File: src/rtl/sacd_pkg.sv
// Shared constants, types and codes of the cache tag directory.
package sacd_pkg;

  // Geometry of the directory.
  localparam int SETS       = 64;
  localparam int WAYS       = 4;
  localparam int LINE_WORDS = 16;

  // Field widths of a 32-bit byte address.
  localparam int ADDR_W     = 32;
  localparam int BYTE_W     = 2;
  localparam int WORD_W     = $clog2(LINE_WORDS);
  localparam int LINE_OFS_W = BYTE_W + WORD_W;
  localparam int SET_W      = $clog2(SETS);
  localparam int WAY_W      = $clog2(WAYS);
  localparam int TAG_W      = ADDR_W - LINE_OFS_W - SET_W;
  localparam int LINE_W     = ADDR_W - LINE_OFS_W;
  localparam int CNT_W      = 32;

  // Classification of one access.
  typedef enum logic [1:0] {
    OUT_HIT      = 2'd0,
    OUT_COLD     = 2'd1,
    OUT_CONFLICT = 2'd2
  } outcome_t;

  // Access types.
  localparam logic CMD_READ  = 1'b0;
  localparam logic CMD_WRITE = 1'b1;

  // Sequencer states of the top level.
  typedef enum logic {
    ST_IDLE   = 1'b0,
    ST_LOOKUP = 1'b1
  } state_t;

  // Directory state of one way.
  typedef struct packed {
    logic [TAG_W-1:0] tag;
    logic             valid;
    logic             dirty;
    logic             refbit;
  } way_entry_t;

  // One memory row: all ways of a set and the set's clock hand.
  typedef struct packed {
    way_entry_t [WAYS-1:0] ways;
    logic [WAY_W-1:0]      hand;
  } set_row_t;

  localparam int ROW_W = $bits(set_row_t);

  // Result of the update logic, handed to the top level.
  typedef struct packed {
    outcome_t          outcome;
    logic [WAY_W-1:0]  way;
    logic              fill;
    logic              wb;
    logic [LINE_W-1:0] victim;
  } result_t;

endpackage

File: src/rtl/sacd_update.sv
// Classifies an access against one set row and builds the row to write back.
module sacd_update (
  input  sacd_pkg::set_row_t           row,
  input  logic                         command,
  input  logic [sacd_pkg::TAG_W-1:0]   tag,
  input  logic [sacd_pkg::SET_W-1:0]   set_idx,
  output sacd_pkg::set_row_t           row_new,
  output sacd_pkg::result_t            result
);

  logic                         found;
  logic [sacd_pkg::WAY_W-1:0]   hit_way;
  sacd_pkg::outcome_t           outcome;
  logic                         clear_found;
  logic [sacd_pkg::WAY_W-1:0]   step;
  logic [sacd_pkg::WAY_W-1:0]   victim_way;
  logic [sacd_pkg::WAY_W-1:0]   idx;
  logic [sacd_pkg::WAY_W-1:0]   sel_way;
  sacd_pkg::way_entry_t         victim_entry;

  // Scan the ways in order: the first invalid way is a cold miss, the
  // first matching valid way is a hit, otherwise it is a conflict miss.
  always_comb begin
    found   = 1'b0;
    hit_way = '0;
    outcome = sacd_pkg::OUT_CONFLICT;
    for (int w = 0; w < sacd_pkg::WAYS; w++) begin
      if (!found) begin
        if (!row.ways[w].valid) begin
          outcome = sacd_pkg::OUT_COLD;
          hit_way = sacd_pkg::WAY_W'(w);
          found   = 1'b1;
        end else if (row.ways[w].tag == tag) begin
          outcome = sacd_pkg::OUT_HIT;
          hit_way = sacd_pkg::WAY_W'(w);
          found   = 1'b1;
        end
      end
    end
  end

  // Clock hand: the first way from the hand onwards with a clear reference
  // bit is the victim. When every bit is set, a full turn lands on the hand.
  always_comb begin
    clear_found = 1'b0;
    step        = '0;
    idx         = '0;
    for (int i = 0; i < sacd_pkg::WAYS; i++) begin
      idx = row.hand + sacd_pkg::WAY_W'(i);
      if (!clear_found && !row.ways[idx].refbit) begin
        step        = sacd_pkg::WAY_W'(i);
        clear_found = 1'b1;
      end
    end
    victim_way = row.hand + step;
  end

  assign sel_way      = (outcome == sacd_pkg::OUT_CONFLICT) ? victim_way : hit_way;
  assign victim_entry = row.ways[victim_way];

  // New row contents.
  always_comb begin
    row_new = row;
    unique case (outcome)
      sacd_pkg::OUT_HIT: begin
        row_new.ways[hit_way].refbit = 1'b1;
        if (command == sacd_pkg::CMD_WRITE) begin
          row_new.ways[hit_way].dirty = 1'b1;
        end
      end
      sacd_pkg::OUT_COLD: begin
        row_new.ways[hit_way] = '{tag: tag, valid: 1'b1, dirty: command, refbit: 1'b0};
      end
      default: begin
        // Ways the hand passed over lose their reference bit.
        for (int i = 0; i < sacd_pkg::WAYS; i++) begin
          if (!clear_found || (sacd_pkg::WAY_W'(i) < step)) begin
            row_new.ways[row.hand + sacd_pkg::WAY_W'(i)].refbit = 1'b0;
          end
        end
        row_new.ways[victim_way] = '{tag: tag, valid: 1'b1, dirty: command, refbit: 1'b0};
        row_new.hand = victim_way + sacd_pkg::WAY_W'(1);
      end
    endcase
  end

  // Result fields; the eviction fields stay zero unless a line is evicted.
  always_comb begin
    result.outcome = outcome;
    result.way     = sel_way;
    result.fill    = (outcome != sacd_pkg::OUT_HIT);
    result.wb      = 1'b0;
    result.victim  = '0;
    if (outcome == sacd_pkg::OUT_CONFLICT) begin
      result.wb     = victim_entry.dirty;
      result.victim = {victim_entry.tag, set_idx};
    end
  end

endmodule

File: config.mk
export PLATFORM = sky130hd
export DESIGN_NAME = sacd_update
export DESIGN_NICKNAME = d
export VERILOG_FILES = /design/src/rtl/sacd_pkg.sv /design/src/rtl/sacd_update.sv
export SDC_FILE = /design/constraint.sdc
export NUM_CORES = 1
export LEC_CHECK = 0
export CAP_MARGIN = 5
export CELL_PAD_IN_SITES_DETAIL_PLACEMENT = 2
export CELL_PAD_IN_SITES_GLOBAL_PLACEMENT = 2
export CORE_MARGIN = 3
export CORE_UTILIZATION = 30
export DETAILED_ROUTE_END_ITERATION = 8
export DONT_BUFFER_PORTS = 1
export PLACE_DENSITY = 0.79
export SLEW_MARGIN = 0
export SYNTH_ARGS = -nofsm -noshare
export SYNTH_HDL_FRONTEND = slang
export SYNTH_SLANG_ARGS = --single-unit
File: constraint.sdc
create_clock -name vclk -period 14.2
set_input_delay 2.84 -clock vclk [all_inputs]
set_output_delay 2.84 -clock vclk [all_outputs]
set_load 0.005 [all_outputs]
* Yosys cells after proc, flatten, opt, wreduce, memory -nomap -nowiden
Index checks and enable logic that the tools add are counted.
Storage, ports and cells: bits in registers 0, memories 0, bits in latches 0, memory bits (writable) 0, ROM bits 0
Cells by class: magnitude comparators 16, $mul 0, divide/modulo/power cells 0, shift operators 0, $add $sub $neg 5, mux-type cells 82, reduce and logical (&&, ||, !) cells 22, equality and inequality tests 6, bitwise gates (word level) 0
Operators by type and width (number):
- $mux 92 | 9
- $bwmux 92 | 8
- $demux 23 s2 | 8
- $bmux 23 s2 | 5
- $pmux 92 s2 | 1
- $eq 20x20->1 | 4
- $mux 23 | 3
- $mux 2 | 22
- $mux 27 | 1
- $mux 1 | 25
- $lt 2x3->1 const B | 6
- $ge 2x1->1 const B | 6
- $logic_and 1x1->1 | 9
- $logic_not 1->1 | 6
- $add 2x1->2 const B | 2
- $add 2x2->2 const B | 2
- $logic_or 1x1->1 | 4
- $lt 1x2->1 const A | 2
- $lt 2x2->1 const A | 2
- $add 2x2->2 | 1
- $eq 2x1->1 const B | 1
- $eq 2x2->1 const B | 1
- $logic_not 2->1 | 1
- $reduce_bool 2->1 | 1
- $reduce_or 2->1 | 1

* Longest topological paths before layout
Gate-level depths: netlist of the first run.
depth in word-level cells 27, gate-level depth with buffers 16

* Worst setup path after synthesis of the first run
Ideal clock, no wire load.
kind input to output, from in row[1] in the netlist's numbering, to out row_new[28] in the netlist's numbering, required time 11360 ps, slack 5243 ps, data arrival time 6117 ps, cell stages on the path 15, path through inv_1 -> ha_1 -> mux4_2 -> nand2b_1 -> a21oi_1 -> ha_1 -> xnor2_1 -> xnor2_1 -> buf_2 -> inv_1 -> ha_1 -> nor3_1 -> a2111oi_2 -> buf_4 -> mux2_1
RTL lines:
- from (decl) | line sacd_update.sv:3 | input sacd_pkg::set_row_t row,
- to (decl) | line sacd_update.sv:7 | output sacd_pkg::set_row_t row_new,

==> qor.csv, run 1 <==
stage;metric;value;unit
outcome;status;finished, final reports clean;
yosys;synth_top_area_cell;mux2_2;
yosys;yosysWarnings;0;
worst_setup_path;cp_common_cell;ha_1;
yosys;synthTopCellsByArea;mux2_2 (19%), mux4_2 (15%), xnor2_1 (12%);
worst_setup_path;cp.required;11.36;ns
pwr;p_per_area;42.9;nW/um2
pwr;p_comb_share;100.0;%
routing;wl_met3;1.10;mm
die;num_io_pins;247;
worst_setup_path;critPathCaptureType;output port;
yosys;synth_fp_nets;525;
worst_setup_path;path_max_fanout;14;
layout;fin_area;3560;um2
grt;grt_remaining_overflow;0;
routing;drt-pass1-iter-count;4;
pwr;clockPowerShare;0;%
timing;hold_viol;0;
grt;grt_max_degree;34;
timing;period_needed;9.77;ns
layout;seq_area;0;um2
yosys;synthCells;395;
timing;min_period_over_period;68.8;%
pwr;finalPower;0.000153;W
pwr;vdd_drop_max;0.0263;mV
timing;timing.hold.ws;5.78;ns
placement;portBuffers;0;
layout;final_nets;494;
timing;slew_viol_final;0;
routing;drt-met1-wl;6.18;mm
routing;post_drt_wl_per_cell;30.3;um
yosys;synth_top_area_share;18.5;%
layout;areaGrowthSynthToFinish;0.958;%
routing;dr.max_layer_used;met4;
timing;tns;0;ns
grt;grt_pass1_vias;3450;
clock_tree;ctsHoldBuffers;0;
grt;grt.total_usage;21.8;%
yosys;synth.distinct_cells;51;
timing;setup_violations;0;
worst_setup_path;arrival;6.93;ns
yosys;yosysMostFrequentCell;mux2_2;
yosys;syn_avg_cell_area;8.93;um2
pwr;p_seq_share;0;%
routing;ant_nets;0;
routing;routed_via_density;6.23;
worst_setup_path;cpPeakStageDelay;0.64;ns
timing;slew_headroom;48.2;%
placement;gp_congestion;0.922;
worst_setup_path;cp_slowest_cell;a211oi_4;
pwr;netSwitchingFraction;50.0;%
routing;drt_iter0_drc;159;
layout;clkbuf_count;0;
layout;drive_gt1_share;31.2;%
routing;wl;15.2;mm
die;die_w;114;um
die;die_area;13100;um2
timing;grt_setup_unrepaired;false;
pwr;p_int;0.0000764;W
hold_path;hold_path_class;in2out;
grt;antenna_found_initial;0;
worst_setup_path;critPathLaunchType;primary input;
die;num_rows;38;
layout;antennaDiodeCount;0;
pwr;p_switching;0.0000763;W
worst_setup_path;path_cells;inv_1 > ha_1 > mux4_2 > nand2b_1 > a21oi_1 > ha_1 > clkinv_1 > buf_4 > ha_1 > inv_1 > a211oi_4 > buf_4 > mux2_1;
layout;multi_input_area;3290;um2
worst_setup_path;criticalPathCategory;in2out;
yosys;syn_area;3530;um2
layout;design.seq.count;0;
layout;fillers;1264;
routing;drc;0;
routing;vias;3128;
die;core;11200;um2
worst_setup_path;cp_top_family;buffers and inverters;
clock_tree;post_cts_buffers;0;
worst_setup_path;worst-path-buf-inv;5;
die;die_h;114;um
placement;dp_hpwl;12.8;mm
yosys;synth_seq_area_share;0;%
routing;met2_wirelength;7.70;mm
timing;tightest_slew;0.770;ns
timing;max_freq;102;MHz
clock_tree;cts_resized;0;
yosys;ys_top_cells_by_count;mux2_2 (58), xnor2_1 (50), xor2_1 (32), and2_1 (30), buf_2 (25);
pwr;p_leak;1.24;nW
placement;place_area;3560;um2
die;start_util;31.6;%
grt;grt_pass1_wl;22.2;mm
flow_run;cap_viol_max_count;0;
-- layer usage --
metal	up-vias	global-route usage [%]
met5	-	0
met4	0	3.17
met3	14	2.17
met2	168	38.8
met1	1576	29.0
li1	1370	-
-- final timing paths --
check                   start           to  slack [ns]  cells past startpoint
worst max-delay path   row[1]  row_new[53]        4.43                     13
worst min-delay path  row[27]  row_new[27]        5.78                      1
-- cell type report --
class	instances	share of cell area, %
tap	140	4.92
timing repair buffer	6	1.26
inverter	13	1.44
multi-input combinational	343	92.4
-- kinds of logic (layout without fill, tap and decap cells) --
family                   Yosys count  after routing  share of synthesized area [%]
AO/OA/AOI/OAI                     41             41                           9.05
XOR/XNOR                          82             82                           20.4
adder cells (fa/ha/maj)            9              9                           3.19
buffers and inverters             52             19                           7.45
multiplexers                     107            107                           42.3
other                              1              1                          0.106
AND/OR/NAND/NOR                  103            103                           17.5
-- stage by stage --
stage | worst slack [ns] | std cells | util (%)
global route | 4.12 | 502 | 31.9
CTS | 4.35 | 502 | 31.9
detailed placement | 4.38 | 502 | 31.9
floorplan | 5.24 | 395 | -
finish | 4.43 | 502 | 31.9
global placement | 4.52 | 502 | 31.9
-- power groups by stage --
stage          Combinational [W]  Clock, W  Sequential (W)
2_1_floorplan           0.000128         0               0
3_3_place_gp            0.000150         0               0
3_5_place_dp            0.000154         0               0
4_1_cts                 0.000155         0               0
5_1_grt                 0.000164         0               0
6_report                0.000153         0               0
-- cells in the final DEF, fill, tap and decap left out, drive strengths merged --
master	n
o2bb2ai	1
a2111oi	1
inv	12
nor4b	1
nand2b	3
o31a	1
o21ai	6
a21oi	8
a31oi	3
mux2i	4
xor2	32
a22oi	2
o221ai	1
a21o	5
ha	9
a221oi	2
clkinv	1
conb	1
or2	1
buf	6
a221o	1
a21bo	1
nand4	15
o22ai	1
xnor2	50
o22a	1
nor4	8
nand2	13
mux4	23
nand3	8
and2	30
nor2	17
o211ai	2
o32ai	1
a211oi	3
nor3	7
mux2	80
o211a	1
Power figures use the tool's default switching activity.
==> inputs of run 2 (changes only) <==
--- a/config.mk
+++ b/config.mk
@@ -12,7 +12,7 @@
 export CORE_UTILIZATION = 30
 export DETAILED_ROUTE_END_ITERATION = 8
 export DONT_BUFFER_PORTS = 1
-export PLACE_DENSITY = 0.79
+export PLACE_DENSITY = 0.82
 export SLEW_MARGIN = 0
 export SYNTH_ARGS = -nofsm -noshare
 export SYNTH_HDL_FRONTEND = slang
==> constraint.sdc (replaced) <==
create_clock -name vclk -period 8.05
set_input_delay 1.61 -clock vclk [all_inputs]
set_output_delay 1.61 -clock vclk [all_outputs]
set_load 0.005 [all_outputs]
==> qor.csv, run 2 (synthesis gave the netlist of run 1 again) <==
stage;metric;value;unit;change
timing;hold_viol;0;;unchanged
pwr;vdd_drop_max;0.0368;mV;was 0.0263 mV
timing;max_freq;140;MHz;
clock_tree;cts_resized;0;;unchanged
routing;wl_met3;947;um;was 1.10 mm
placement;gp_congestion;0.837;;was 0.922
hold_path;whs_path_depth;1;;unchanged
grt;antenna_found_initial;0;;unchanged
routing;post_drt_wl_per_cell;31.3;um;was 30.3 um
timing;slew_viol_final;0;;unchanged
layout;clkbuf_count;0;;unchanged
grt;grt_pass1_vias;3485;;was 3450
worst_setup_path;arrival;5.52;ns;was 6.93 ns
routing;drt-pass1-iter-count;4;;unchanged
worst_setup_path;worst-path-buf-inv;4;;was 5
routing;dr.max_layer_used;met4;;unchanged
flow_run;cap_viol_max_count;0;;unchanged
worst_setup_path;cp_slowest_cell;mux4_2;;was a211oi_4
timing;grt_setup_unrepaired;false;;unchanged
die;start_util;31.6;%;unchanged
layout;seq_area;0;um2;unchanged
routing;drt_iter0_drc;171;;was 159
worst_setup_path;cpPeakStageDelay;0.59;ns;was 0.64 ns
layout;antennaDiodeCount;0;;unchanged
die;core;11200;um2;unchanged
placement;dp_hpwl;13.1;mm;was 12.8 mm
worst_setup_path;cp_common_cell;ha_1;;unchanged
grt;grt_pass1_wl;22.9;mm;was 22.2 mm
die;num_io_pins;247;;unchanged
routing;ant_nets;0;;unchanged
grt;grt.total_usage;22.7;%;was 21.8%
routing;drc;0;;unchanged
placement;place_area;3570;um2;was 3560 um2
worst_setup_path;criticalPathCategory;in2out;;unchanged
clock_tree;post_cts_buffers;0;;unchanged
die;die_h;114;um;unchanged
routing;routed_via_density;6.41;;was 6.23
worst_setup_path;cp_top_family;multiplexers;;was buffers and inverters
outcome;status;finished, final reports clean;;unchanged
worst_setup_path;path_max_fanout;22;;was 14
layout;fin_area;3570;um2;was 3560 um2
timing;slew_headroom;50.8;%;was 48.2%
routing;vias;3220;;was 3128
routing;wl;15.7;mm;was 15.2 mm
routing;met2_wirelength;8.05;mm;was 7.70 mm
layout;drive_gt1_share;31.2;%;unchanged
layout;final_nets;494;;unchanged
worst_setup_path;cp.depth;14;;was 13
die;die_area;13100;um2;unchanged
clock_tree;ctsHoldBuffers;0;;unchanged
layout;areaGrowthSynthToFinish;1.31;%;was 0.958%
timing;min_period_over_period;88.6;%;
pwr;p_leak;1.25;nW;was 1.24 nW
timing;setup_violations;0;;unchanged
routing;drt-met1-wl;6.52;mm;was 6.18 mm
grt;grt_max_degree;34;;unchanged
worst_setup_path;critPathCaptureType;output port;;unchanged
worst_setup_path;cp.required;6.44;ns;was 11.36 ns
timing;tightest_slew;0.732;ns;was 0.770 ns
timing;tns;0;ns;unchanged
layout;design.seq.count;0;;unchanged
pwr;p_per_area;76.4;nW/um2;was 42.9 nW/um2
die;num_rows;38;;unchanged
die;die_w;114;um;unchanged
layout;mostFrequentLayoutCell;mux2_2;;unchanged
worst_setup_path;critPathLaunchType;primary input;;unchanged
placement;portBuffers;0;;unchanged
grt;grt_remaining_overflow;0;;unchanged
worst_setup_path;path_cells;inv_1 > ha_1 > mux4_2 > nand2b_1 > a21oi_1 > ha_1 > xnor2_1 > xnor2_2 > buf_4 > ha_1 > inv_1 > a211oi_4 > buf_4 > mux2_2;;was inv_1 > ha_1 > mux4_2 > nand2b_1 > a21oi_1 > ha_1 > clkinv_1 > buf_4 > ha_1 > inv_1 > a211oi_4 > buf_4 > mux2_1
layout;final_cell_mix;mux2_2 (58), xnor2_1 (49), xor2_1 (32);;unchanged
timing;period_needed;7.13;ns;
hold_path;hold_path_class;in2out;;unchanged
## run 2: worst paths after layout
| kind | from | slack [ns] | end |
|---|---|---|---|
| setup / recovery | row[0] | 0.92 | row_new[54] |
| hold / removal | row[27] | 3.32 | row_new[27] |
## run 2: power breakdown
| group | switching (W) | leakage (nW) | internal (W) | total, W |
|---|---|---|---|---|
| combinational | 0.000137 | 1.25 | 0.000136 | 0.000273 |
| clock | 0 | 0 | 0 | 0 |
| sequential | 0 | 0 | 0 | 0 |
## run 2: layout make-up
type	instances	area [um2]
Tap cell	140	175
Fill cell	1264	7600
Timing Repair Buffer	6	57.6
Inverter	13	51.3
Multi-Input combinational cell	343	3290
## run 2: per-layer routing
layer / vias to the layer above / global-route usage (%)
met3: 14 / 3.01
met1: 1673 / 29.2
met5: - / 0
li1: 1364 / -
met2: 169 / 41.1
met4: 0 / 3.48
## run 2: stage by stage
| stage | instances | hold WS (ns) | setup slack (ns) | util, % | total power [W] |
|---|---|---|---|---|---|
| after floorplan | 395 | 3.31 | 1.55 | - | 0.000226 |
| after global placement | 502 | 3.32 | 1.11 | 32.0 | 0.000267 |
| after detailed placement | 502 | 3.32 | 0.936 | 32.0 | 0.000275 |
| after CTS | 502 | 3.32 | 0.923 | 32.0 | 0.000276 |
| after global routing | 502 | 3.33 | 0.743 | 32.0 | 0.000293 |
| final | 502 | 3.32 | 0.919 | 32.0 | 0.000273 |
==> inputs of run 3 (changes only) <==
--- a/config.mk
+++ b/config.mk
@@ -8,11 +8,12 @@
 export CAP_MARGIN = 5
 export CELL_PAD_IN_SITES_DETAIL_PLACEMENT = 2
 export CELL_PAD_IN_SITES_GLOBAL_PLACEMENT = 2
-export CORE_MARGIN = 3
+export CORE_MARGIN = 2
 export CORE_UTILIZATION = 30
 export DETAILED_ROUTE_END_ITERATION = 8
 export DONT_BUFFER_PORTS = 1
 export PLACE_DENSITY = 0.82
+export SETUP_SLACK_MARGIN = 0.05
 export SLEW_MARGIN = 0
 export SYNTH_ARGS = -nofsm -noshare
 export SYNTH_HDL_FRONTEND = slang
==> qor.csv, run 3 (synthesis gave the netlist of run 1 again) <==
stage;metric;value;unit;change
die;num_io_pins;247;;unchanged
pwr;p_leak;1.24;nW;was 1.25 nW
routing;routed_via_density;6.26;;was 6.41
pwr;netSwitchingFraction;50.3;%;was 50.4%
clock_tree;post_cts_buffers;0;;unchanged
clock_tree;ctsHoldBuffers;0;;unchanged
timing;setup_violations;0;;unchanged
timing;tns;0;ns;unchanged
layout;drive_gt1_share;31.2;%;unchanged
grt;grt_remaining_overflow;0;;unchanged
clock_tree;cts_resized;0;;unchanged
routing;post_drt_wl_per_cell;30.5;um;was 31.3 um
timing;period_needed;7.56;ns;was 7.13 ns
outcome;status;finished, final reports clean;;unchanged
worst_setup_path;cp.required;6.44;ns;about the same
die;die_area;12600;um2;was 13100 um2
worst_setup_path;path_max_fanout;21;;was 22
hold_path;whs_path_depth;1;;unchanged
timing;slew_viol_final;0;;unchanged
worst_setup_path;criticalPathCategory;in2out;;unchanged
die;num_rows;39;;was 38
hold_path;hold_path_class;in2out;;unchanged
timing;timing.hold.ws;3.32;ns;about the same
grt;grt_pass1_vias;3567;;was 3485
layout;design.seq.count;0;;unchanged
pwr;p_comb_share;100.0;%;about the same
worst_setup_path;arrival;5.95;ns;was 5.52 ns
routing;drt-pass1-iter-count;4;;unchanged
pwr;finalPower;0.000273;W;about the same
grt;antenna_found_initial;0;;unchanged
grt;grt.total_usage;22.9;%;was 22.7%
die;die_w;112;um;was 114 um
timing;grt_setup_unrepaired;false;;unchanged
die;start_util;30.8;%;was 31.6%
layout;mostFrequentLayoutCell;mux2_2;;unchanged
routing;drc;0;;unchanged
pwr;vdd_drop_max;0.0305;mV;was 0.0368 mV
layout;final_cell_mix;mux2_2 (58), xnor2_1 (49), xor2_1 (32);;unchanged
placement;dp_hpwl;12.3;mm;was 13.1 mm
layout;seq_area;0;um2;unchanged
timing;min_period_over_period;93.9;%;was 88.6%
pwr;p_per_area;76.6;nW/um2;was 76.4 nW/um2
routing;wl;15.4;mm;was 15.7 mm
layout;clkbuf_count;0;;unchanged
pwr;clockPowerShare;0;%;about the same
die;core;11500;um2;was 11200 um2
placement;gp_congestion;0.849;;was 0.837
flow_run;cap_viol_max_count;0;;unchanged
layout;antennaDiodeCount;0;;unchanged
layout;final_nets;494;;unchanged
routing;vias;3162;;was 3220
routing;ant_nets;0;;unchanged
die;die_h;112;um;was 114 um
grt;grt_pass1_wl;22.8;mm;was 22.9 mm
worst_setup_path;critPathCaptureType;output port;;unchanged
pwr;p_int;0.000136;W;about the same
timing;tightest_slew;1.22;ns;was 0.732 ns
grt;grt_max_degree;34;;unchanged
layout;areaGrowthSynthToFinish;1.06;%;was 1.31%
pwr;p_switching;0.000137;W;about the same
timing;hold_viol;0;;unchanged
timing;slew_headroom;18.2;%;was 50.8%
worst_setup_path;critPathLaunchType;primary input;;unchanged
placement;portBuffers;0;;unchanged
timing;max_freq;132;MHz;was 140 MHz
routing;drt_iter0_drc;142;;was 171
pwr;p_seq_share;0;%;about the same
-- run 3: cell counts in the layout (fill, tap and decap cells not counted) --
No cell type changed its count.
-- run 3: layout make-up --
cell class / instances / area, um2
fillers: 1267 / 7900
well taps: 143 / 179
repair buffers: 6 / 45.0
multi-input cells: 343 / 3290
inverters: 13 / 51.3
-- run 3: metal layers --
metal	up-vias	wire, um	track usage (%)
li1	1370	-	-
met1	1596	6120	28.4
met2	188	8060	42.7
met3	8	1160	4.91
met4	0	48	1.38
met5	-	0	0
-- run 3: worst paths after layout --
check / to / start
max: row_new[53] / row[1]
min: row_new[27] / row[27]
-- run 3: through the flow --
step / instance area, um2 / std cells / worst slack, ns / util, %
floorplan: 3530 / 395 / 1.55 / -
global placement: 3560 / 505 / 0.762 / 31.1
detailed placement: 3560 / 505 / 0.556 / 31.1
CTS: 3560 / 505 / 0.534 / 31.1
global route: 3560 / 505 / 0.298 / 31.1
finish: 3560 / 505 / 0.490 / 31.1
-- run 3: power by group through the flow --
stage	sequential [W]	clock (W)	combinational [W]
after floorplan	0	0	0.000226
after global placement	0	0	0.000266
after detailed placement	0	0	0.000273
after CTS	0	0	0.000275
after global routing	0	0	0.000294
final	0	0	0.000273
-- run 3: critical path: stages --
cell and delay [ns]:
inv_1 0.06, ha_1 0.34, mux4_2 0.59, nand2b_1 0.20
a21oi_1 0.18, ha_1 0.18, xnor2_1 0.10, xnor2_2 0.96
buf_4 0.40, ha_1 0.20, inv_1 0.08, a211oi_4 0.19
buf_4 0.42, mux2_1 0.42
